## src/hw/rtl/grf_pkg.sv

```systemverilog
// ----------------------------------------------------------------------------
// grf_pkg
// Shared constants and helpers for the gyro rate filter.
// ----------------------------------------------------------------------------
package grf_pkg;

    localparam int DIV_NW = 64;
    localparam int DIV_DW = 34;

    localparam logic [30:0] ONE_Q30     = 31'd1073741824;
    localparam logic [31:0] C_BIAS_RATE = 32'd1073742;
    localparam logic [31:0] C_ALPHA     = 32'd10737418;
    localparam logic [31:0] C_ZBLEND    = 32'd53687091;
    localparam logic [31:0] C_GAIN_HI   = 32'd966367642;
    localparam logic [31:0] C_GAIN_LO   = 32'd107374182;
    localparam logic [7:0]  STILL_ARM   = 8'd50;
    localparam logic [7:0]  STILL_MAX   = 8'd255;

    localparam logic [31:0] RST_KALMAN_Q   = 32'd1073742;
    localparam logic [31:0] RST_KALMAN_R   = 32'd32212255;
    localparam logic [31:0] RST_VAR_LIMIT  = 32'd256;
    localparam logic [31:0] RST_MOT_LIMIT  = 32'd655360;
    localparam logic [31:0] RST_COVARIANCE = 32'd1073741824;

    localparam logic [1:0] REG_KALMAN_Q  = 2'd0;
    localparam logic [1:0] REG_KALMAN_R  = 2'd1;
    localparam logic [1:0] REG_VAR_LIMIT = 2'd2;
    localparam logic [1:0] REG_MOT_LIMIT = 2'd3;

    function automatic logic signed [31:0] sat32(input logic signed [39:0] v);
        logic signed [31:0] r;
        if (v > 40'sd2147483647) begin
            r = 32'sh7FFFFFFF;
        end else if (v < -40'sd2147483648) begin
            r = 32'sh80000000;
        end else begin
            r = v[31:0];
        end
        return r;
    endfunction

    function automatic logic [33:0] mag36(input logic signed [35:0] v);
        logic signed [35:0] n;
        n = -v;
        return v[35] ? n[33:0] : v[33:0];
    endfunction

endpackage

```

## src/hw/rtl/grf_div.sv

```systemverilog
// ----------------------------------------------------------------------------
// grf_div
// Restoring unsigned divider, one quotient bit per cycle.
// ----------------------------------------------------------------------------
module grf_div (
    input  logic                        i_clk,
    input  logic                        i_rst_n,
    input  logic                        i_start,
    input  logic [grf_pkg::DIV_NW-1:0]  i_dividend,
    input  logic [grf_pkg::DIV_DW-1:0]  i_divisor,
    output logic                        o_done,
    output logic [grf_pkg::DIV_NW-1:0]  o_quotient
);
    localparam int CW = $clog2(grf_pkg::DIV_NW);

    logic                       r_busy;
    logic                       r_done;
    logic [CW-1:0]              r_cnt;
    logic [grf_pkg::DIV_DW-1:0] r_dvs;
    logic [grf_pkg::DIV_DW-1:0] r_rem;
    logic [grf_pkg::DIV_NW-1:0] r_quo;
    logic [grf_pkg::DIV_DW:0]   rem_sh;
    logic [grf_pkg::DIV_DW:0]   rem_sub;
    logic                       fits;

    assign rem_sh  = {r_rem, r_quo[grf_pkg::DIV_NW-1]};
    assign rem_sub = rem_sh - {1'b0, r_dvs};
    assign fits    = rem_sh >= {1'b0, r_dvs};

    always_ff @(posedge i_clk) begin
        if (!i_rst_n) begin
            r_busy <= 1'b0;
            r_done <= 1'b0;
            r_cnt  <= '0;
        end else begin
            r_done <= 1'b0;
            if (i_start) begin
                r_busy <= 1'b1;
                r_cnt  <= '0;
            end else if (r_busy) begin
                r_cnt <= r_cnt + CW'(1);
                if (r_cnt == CW'(grf_pkg::DIV_NW - 1)) begin
                    r_busy <= 1'b0;
                    r_done <= 1'b1;
                end
            end
        end
    end

    always_ff @(posedge i_clk) begin
        if (i_start) begin
            r_rem <= '0;
            r_quo <= i_dividend;
            r_dvs <= i_divisor;
        end else if (r_busy) begin
            r_rem <= fits ? rem_sub[grf_pkg::DIV_DW-1:0] : rem_sh[grf_pkg::DIV_DW-1:0];
            r_quo <= {r_quo[grf_pkg::DIV_NW-2:0], fits};
        end
    end

    assign o_done     = r_done;
    assign o_quotient = r_quo;
endmodule

```

## config.mk

```make
export PLATFORM = sky130hd
export DESIGN_NAME = grf_div
export DESIGN_NICKNAME = d
export VERILOG_FILES = /design/src/hw/rtl/grf_pkg.sv /design/src/hw/rtl/grf_div.sv
export SDC_FILE = /design/constraint.sdc
export NUM_CORES = 1
export LEC_CHECK = 0
export ABC_AREA = 1
export BUFFER_PORTS_ARGS = -buffer_cell sky130_fd_sc_hd__buf_4
export CAP_MARGIN = 20
export CORE_ASPECT_RATIO = 1.75
export CORE_MARGIN = 5
export CORE_UTILIZATION = 40
export CTS_CLUSTER_DIAMETER = 60
export DETAILED_ROUTE_END_ITERATION = 7
export GPL_TIMING_DRIVEN = 0
export PLACE_DENSITY = 0.57
export SLEW_MARGIN = 30
export SYNTH_ARGS = -nofsm -noshare
export SYNTH_HDL_FRONTEND = slang
export SYNTH_SLANG_ARGS = --single-unit
```

## constraint.sdc

```tcl
create_clock -name i_clk -period 4.6 [get_ports i_clk]
set_clock_uncertainty 0.15 [all_clocks]
set_input_delay 0 -clock i_clk [delete_from_list [all_inputs] [get_ports i_clk]]
set_output_delay 0 -clock i_clk [all_outputs]
set_load 0.02 [all_outputs]
```

==> flow_summary.toml, run 1 <==
[run_status]
status = "finished, final reports clean"

[placed_design]
gp_congestion = 0.953
hpwl_mm = 20.5
place.port_buffers = 165

[pwr]
p_leak_uw = 0.00598
vdd_ir_drop_max_mv = 0.233
power_density_nw_per_um2 = 293

[global_routing]
gr-total-overflow = 0
grt_pass1_vias = 8463
antenna_found_initial = 0
grt_pass1_wl_mm = 41.9
globalRouteTotalUtil = 0.222
grt_max_degree = 39

[yosys]
synth-seq-cells = 140
syn_nets = 1295
yosys_warnings = 0
synthTopCellsByArea = "edfxtp_1, nand2_1, dfxtp_1"
yosysTopAreaCellShare = 0.348
synth_commonest_cells = "nand2_1, inv_1, edfxtp_1"
yosysMostFrequentCell = "nand2_1"
synth_ff_type = "edfxtp_1"
synth_cells = 1158
avgSynthCellArea_um2 = 7.31
async_reset_ff_frac = 0
netlist_area_um2 = 8460
seq_area_frac_synth = 0.447
yosys.area.top_type = "edfxtp_1"
ys_types = 38
synth_edf_count = 98

[timing]
finalSetupViolCount = 0
fin_crit_sh = 0.604
fin_crit_ns = 2.78
rsz0062_at_grt = "false"
setup_tns_ns = 0
finalHoldViolations = 0
worst_pin_slew_ns = 0.810
slew_viol_final = 0
fmax_mhz = 360
max_slew_margin = 0.458

[clock_network]
ctsResizeCount = 0
root_buffer = "clkbuf_16"
hold_buffers = 100
htreeDepth = 4
clk_path_buf_depth = 2
cts_tree = "built"
cts_setup_buffers = 0
clk_latency_ns = 0.43
path_clk_slew_ns = 0.06
cts_buffers = 17
cts_sinks = 140

[route]
drc = 0
drt_iter0_drc = 399
ant_nets = 0
num_vias = 8072
drt_wl_total_mm = 26.4
wl_per_cell_um = 15.4
dr.pass1.iters = 5
vias_per_cell = 4.72

[run]
maxCapViolCount = 0

[layout]
diodes = 0
finalNetCount = 1581
drive_above_1_share = 0.161
finish.utilization = 0.558
area_growth_syn_to_layout_pct = 37.4
fillerInstances = 2010

[floorplanning]
die_width_um = 120
dieHeight_um = 202
die_area_um2 = 24300
rows = 70
ios = 166
core_um2 = 20800
start_util = 0.406

[min_path]
hold_class = "in -> reg"

[worst_setup_path]
startpoint_type = "flop"
ff2ff_path_depth = 16
crit_arrival_ns = 2.95
crit_path_end_kind = "flop"
rrSetupSlack_ns = 1.82
crit_end = "r_rem[24]"
crit_type = "reg -> reg"
critPathLaunch = "o_quotient[63]"
crit_fanout = 3
r2r_end = "r_rem[24]"
crit_required_ns = 4.77
reg2reg_from = "o_quotient[63]"
[where the power goes]
part           switching [uW]  internal, uW  total [uW]
Clock                     567           756        1320
Sequential               44.8          1450        1500
Combinational             323           263         586
Total                     935          2470        3410
[layout make-up]
| class | instances | area (um2) | share of cell area |
|---|---|---|---|
| clock inverters | 12 | 83.8 | 0.00721 |
| multi-input cells | 805 | 3830 | 0.330 |
| inverters | 185 | 694 | 0.0598 |
| flip-flops and latches | 140 | 3780 | 0.326 |
| repair buffers | 267 | 2280 | 0.196 |
| clock buffers | 20 | 479 | 0.0412 |
| well taps | 252 | 315 | 0.0271 |
| plain buffers | 28 | 150 | 0.0129 |
[cells in the final DEF, fill, tap and decap left out, types with 4 or more instances in the layout]
master,Yosys,routed
buf_4,3,168
buf_2,6,6
o21ai_0,7,7
nor2_1,57,57
inv_1,180,180
nand2_2,4,4
clkbuf_1,12,12
nand3b_1,22,22
buf_1,4,4
xnor2_1,15,15
edfxtp_1,98,98
dlygate4sd3_1,0,100
dfxtp_1,42,42
ha_1,35,35
nor2_2,4,4
clkbuf_16,0,19
o21bai_1,4,4
nand4_1,5,5
inv_2,5,5
o21ai_1,14,14
a21oi_1,23,23
clkinv_2,0,5
nand2_1,515,515
nor3_1,6,6
nand3_1,72,72
[through the flow]
| stage | hold slack, ns | std cells | instance area, um2 | power [uW] | setup slack, ns |
|---|---|---|---|---|---|
| CTS | 0.116 | 1709 | 11600 | 3440 | 1.79 |
| detailed placement | 0.0293 | 1577 | 10100 | 2040 | 1.80 |
| finish | 0.134 | 1709 | 11600 | 3410 | 1.82 |
| floorplan | -0.0511 | 1158 | 8460 | 1790 | 1.32 |
| global placement | 0.0280 | 1575 | 10000 | 2040 | -0.457 |
| global route | 0.133 | 1709 | 11600 | 3550 | 1.56 |
[critical path: stages, from the launching register on]
cell,delay (ns)
edfxtp_1,0.43
inv_1,0.11
ha_1,0.21
inv_1,0.10
fa_1,0.44
nand2_1,0.10
nand3_1,0.11
nand3_1,0.10
nand2_1,0.15
nand2_1,0.10
nand2_1,0.18
nand2_1,0.14
nand3b_1,0.08
nand2_1,0.07
nand2_1,0.04
nand3_1,0.11
nand2_1,0.06
[cells by family (layout without fill, tap and decap cells)]
family,Yosys count,after routing,synth area share
AND/OR/NAND/NOR,698,698,0.347
buffers and inverters,213,512,0.0994
flip-flops,140,140,0.447
AO/OA/AOI/OAI,53,53,0.0339
adder cells (fa/ha/maj),36,36,0.0541
XOR/XNOR,18,18,0.0186
[state kept, by name (all words and copies together) (netlist names)]
name and cells:
o_done 1, r_dvs 34, r_rem 34, r_cnt 6, r_busy 1, o_quotient 64
[worst min-delay path by stage]
stage | startpoint | to | slack [ns] | cells past startpoint
5_1_grt | i_divisor[4] | r_dvs[4] | 0.13 | 2
6_report | i_divisor[26] | r_dvs[26] | 0.13 | 2
2_1_floorplan | i_divisor[0] | r_dvs[0] | -0.05 | 0
4_1_cts | i_divisor[6] | r_dvs[6] | 0.12 | 2
3_3_place_gp | i_divisor[26] | r_dvs[26] | 0.03 | 1
3_5_place_dp | i_divisor[28] | r_dvs[28] | 0.03 | 1
[metal layers]
| layer | wire length (um) | vias to the layer above | track usage |
|---|---|---|---|
| met1 | 9250 | 3611 | 0.208 |
| li1 | - | 4174 | - |
| met3 | 1230 | 70 | 0.0484 |
| met5 | 0 | - | 0 |
| met4 | 1460 | 0 | 0.131 |
| met2 | 14500 | 217 | 0.429 |
Note: power is estimated with default switching activity, not from simulation.
==> run 2, diff against run 1 <==
--- a/config.mk
+++ b/config.mk
@@ -5,7 +5,7 @@
 export SDC_FILE = /design/constraint.sdc
 export NUM_CORES = 1
 export LEC_CHECK = 0
-export ABC_AREA = 1
+export ABC_AREA = 0
 export BUFFER_PORTS_ARGS = -buffer_cell sky130_fd_sc_hd__buf_4
 export CAP_MARGIN = 20
 export CORE_ASPECT_RATIO = 1.75
@@ -14,7 +14,7 @@
 export CTS_CLUSTER_DIAMETER = 60
 export DETAILED_ROUTE_END_ITERATION = 7
 export GPL_TIMING_DRIVEN = 0
-export PLACE_DENSITY = 0.57
+export PLACE_DENSITY = 0.58
 export SLEW_MARGIN = 30
 export SYNTH_ARGS = -nofsm -noshare
 export SYNTH_HDL_FRONTEND = slang
==> constraint.sdc (replaced) <==
create_clock -name i_clk -period 2.7 [get_ports i_clk]
set_clock_uncertainty 0.15 [all_clocks]
set_input_delay 0 -clock i_clk [delete_from_list [all_inputs] [get_ports i_clk]]
set_output_delay 0 -clock i_clk [all_outputs]
set_load 0.02 [all_outputs]
==> run 2 against run 1 <==
- the run now ends with setup timing left
- die area decreased by 9.8%
- synthesized area decreased by 10%
- sequential power increased by 77%
- non-clock buffer count increased by 31
- register-to-register slack got worse by 2.1 ns
- via count decreased by 19%
- critical endpoint is now r_rem[32]
- largest power group unchanged
==> flow_summary.toml, run 2 <==
[yosys]
synth_cells = 683
seq_area_frac_synth = 0.499
synth_ff_type = "edfxtp_1"
ys_types = 63
yosysMostFrequentCell = "edfxtp_1"
synthTopCellsByArea = "edfxtp_1, dfxtp_1, mux2_2"
yosys_warnings = 0
yosysTopAreaCellShare = 0.388
synth_commonest_cells = "edfxtp_1, nor2_1, mux2_2"
yosys.area.top_type = "edfxtp_1"
synth_edf_count = 98
netlist_area_um2 = 7580
async_reset_ff_frac = 0
syn_nets = 820
synth-seq-cells = 140
avgSynthCellArea_um2 = 11.1

[route]
num_vias = 6546
ant_nets = 0
drt_iter0_drc = 218
dr.pass1.iters = 5
wl_per_cell_um = 18.2
drc = 0
vias_per_cell = 5.25
drt_wl_total_mm = 22.7

[timing]
fin_crit_sh = 1.12
hold_ws_ns = 0.132
worst_pin_slew_ns = 0.683
finalHoldViolations = 0
finalSetupViolCount = 35
slew_viol_final = 0
fmax_mhz = 331
fin_crit_ns = 3.02
max_slew_margin = 0.545
rsz0062_at_grt = "true"
setup_tns_ns = -8.03
fin_ws_ns = -0.324

[placed_design]
place.port_buffers = 165
gp_congestion = 0.925
hpwl_mm = 15.8
dp_slack_ns = -0.559

[pwr]
switchingPower_uw = 2090
power_density_nw_per_um2 = 613
p_clk_frac = 0.348
seqPwrFrac = 0.376
swShare = 0.296
p_int_uw = 4970
vdd_ir_drop_max_mv = 0.508
p_comb_frac = 0.276
p_leak_uw = 0.00483

[layout]
area_growth_syn_to_layout_pct = 52.0
layout_common_cells = "buf_4, dlygate4sd3_1, edfxtp_1"
largest_reg_flops = 64
finalNetCount = 1133
mostFrequentLayoutCell = "buf_4"
diodes = 0
drive_above_1_share = 0.384

[worst_setup_path]
crit_required_ns = 2.88
crit_chain = "inv_1 > ha_2 > inv_2 > fa_2 > a21oi_2 > o21ai_2 > a21o_1 > a21oi_4 > o31a_1 > o21ai_2 > a221o_1 > xnor2_1 > o41ai_1"
cpLargestDelayFamily = "compound AO/OA/AOI/OAI gates"
crit_type = "reg -> reg"
startpoint_type = "flop"
crit_fanout = 3
crit_arrival_ns = 3.20
cpMaxStageDelayCell = "edfxtp_1"
crit_path_end_kind = "flop"
cpPeakStageDelay_ns = 0.41
crit_top_cell = "o21ai_2"
path_buf_inv = 2

[run_status]
status = "finished, violations left"
violations = "setup timing"

[min_path]
hold_class = "in -> reg"

[clock_network]
clk_path_buf_depth = 2
htreeDepth = 4
cts_buffers = 17
cts_sinks = 140
clk_latency_ns = 0.43
root_buffer = "clkbuf_16"
path_clk_slew_ns = 0.06
cts_tree = "built"

[global_routing]
globalRouteTotalUtil = 0.211
grt_max_degree = 38
grt_pass1_wl_mm = 36.2
gr-total-overflow = 0
antenna_found_initial = 0
grt_pass1_vias = 7101

[floorplanning]
die_width_um = 114
dieHeight_um = 192
die_area_um2 = 21900
rows = 66
ios = 166
core_um2 = 18700
start_util = 0.406

[run]
maxCapViolCount = 0
## run 2: cell types whose count changed after synthesis, sizes merged, moves of 7 or more
cell    previous run  this run
nand2            522        35
nand4              5        12
a21oi             24        56
mux2               0        65
mux2i              0        18
nand2b             0         7
a21o               0        16
inv              185        47
nand3             73         5
xor2               3        18
a211oi             0        25
nand3b            22         1
## run 2: power by group through the flow
stage	logic [uW]	clock network (uW)	registers, uW
detailed placement	1520	0	2680
global placement	1490	0	2680
CTS	1820	2490	2650
floorplan	876	0	2780
finish	1950	2450	2650
global route	2100	2600	2670
## run 2: area by class of cell
type	instances	area (um2)
plain buffers	29	216
clock buffers	19	443
clock inverters	13	164
fillers	1522	7140
inverters	47	176
multi-input cells	464	3860
flip-flops and latches	140	3780
well taps	238	298
repair buffers	297	2580
## run 2: stage by stage
step,power [uW],util,area (um2),cells
after detailed placement,4200,0.491,9170,1087
after CTS,6960,0.601,11200,1239
after floorplan,3660,-,7610,683
after global placement,4170,0.490,9150,1086
after global routing,7380,0.617,11500,1247
final,7060,0.617,11500,1247
## run 2: what timing repair did
action / CTS / global route
hold endpoints to repair: 140 / 0
gates resized for setup: 55 / 52
buffers inserted: 19 / 8
setup endpoints to repair: 35 / 72
pin swaps: 32 / 39
hold buffers: 101 / 0
gates cloned: 2 / 1
## run 2: worst reg2reg max path: stages (launching register included)
cell and delay [ns]:
edfxtp_1 0.41, inv_1 0.08, ha_2 0.18, inv_2 0.04
fa_2 0.34, a21oi_2 0.18, o21ai_2 0.08, a21o_1 0.21
a21oi_4 0.23, o31a_1 0.20, o21ai_2 0.09, a221o_1 0.34
xnor2_1 0.14, o41ai_1 0.24
## run 2: cell families (layout without fill, tap and decap cells)
kind of cell | after synthesis | after routing | synth area share
multiplexers | 83 | 83 | 0.120
AO/OA/AOI/OAI | 156 | 156 | 0.141
adder cells (fa/ha/maj) | 36 | 36 | 0.0604
AND/OR/NAND/NOR | 160 | 160 | 0.0999
buffers and inverters | 79 | 405 | 0.0453
flip-flops | 140 | 140 | 0.499
XOR/XNOR | 29 | 29 | 0.0335
## run 2: worst paths after layout
| kind | slack, ns | cells past startpoint | to | startpoint |
|---|---|---|---|---|
| max | -0.32 | 13 | r_rem[32] | o_quotient[63] |
| min | 0.13 | 2 | r_dvs[9] | i_divisor[9] |
| max reg2reg | -0.32 | 13 | r_rem[32] | o_quotient[63] |
| min reg2reg | 0.36 | 2 | r_rem[9] | r_rem[9] |
## run 2: routing by layer
layer | wire, um | up-vias | GRT usage
met5 | 0 | - | 0
met4 | 542 | 0 | 0.0805
met3 | 1480 | 45 | 0.0700
met2 | 12500 | 189 | 0.395
met1 | 8180 | 3167 | 0.213
li1 | - | 3145 | -
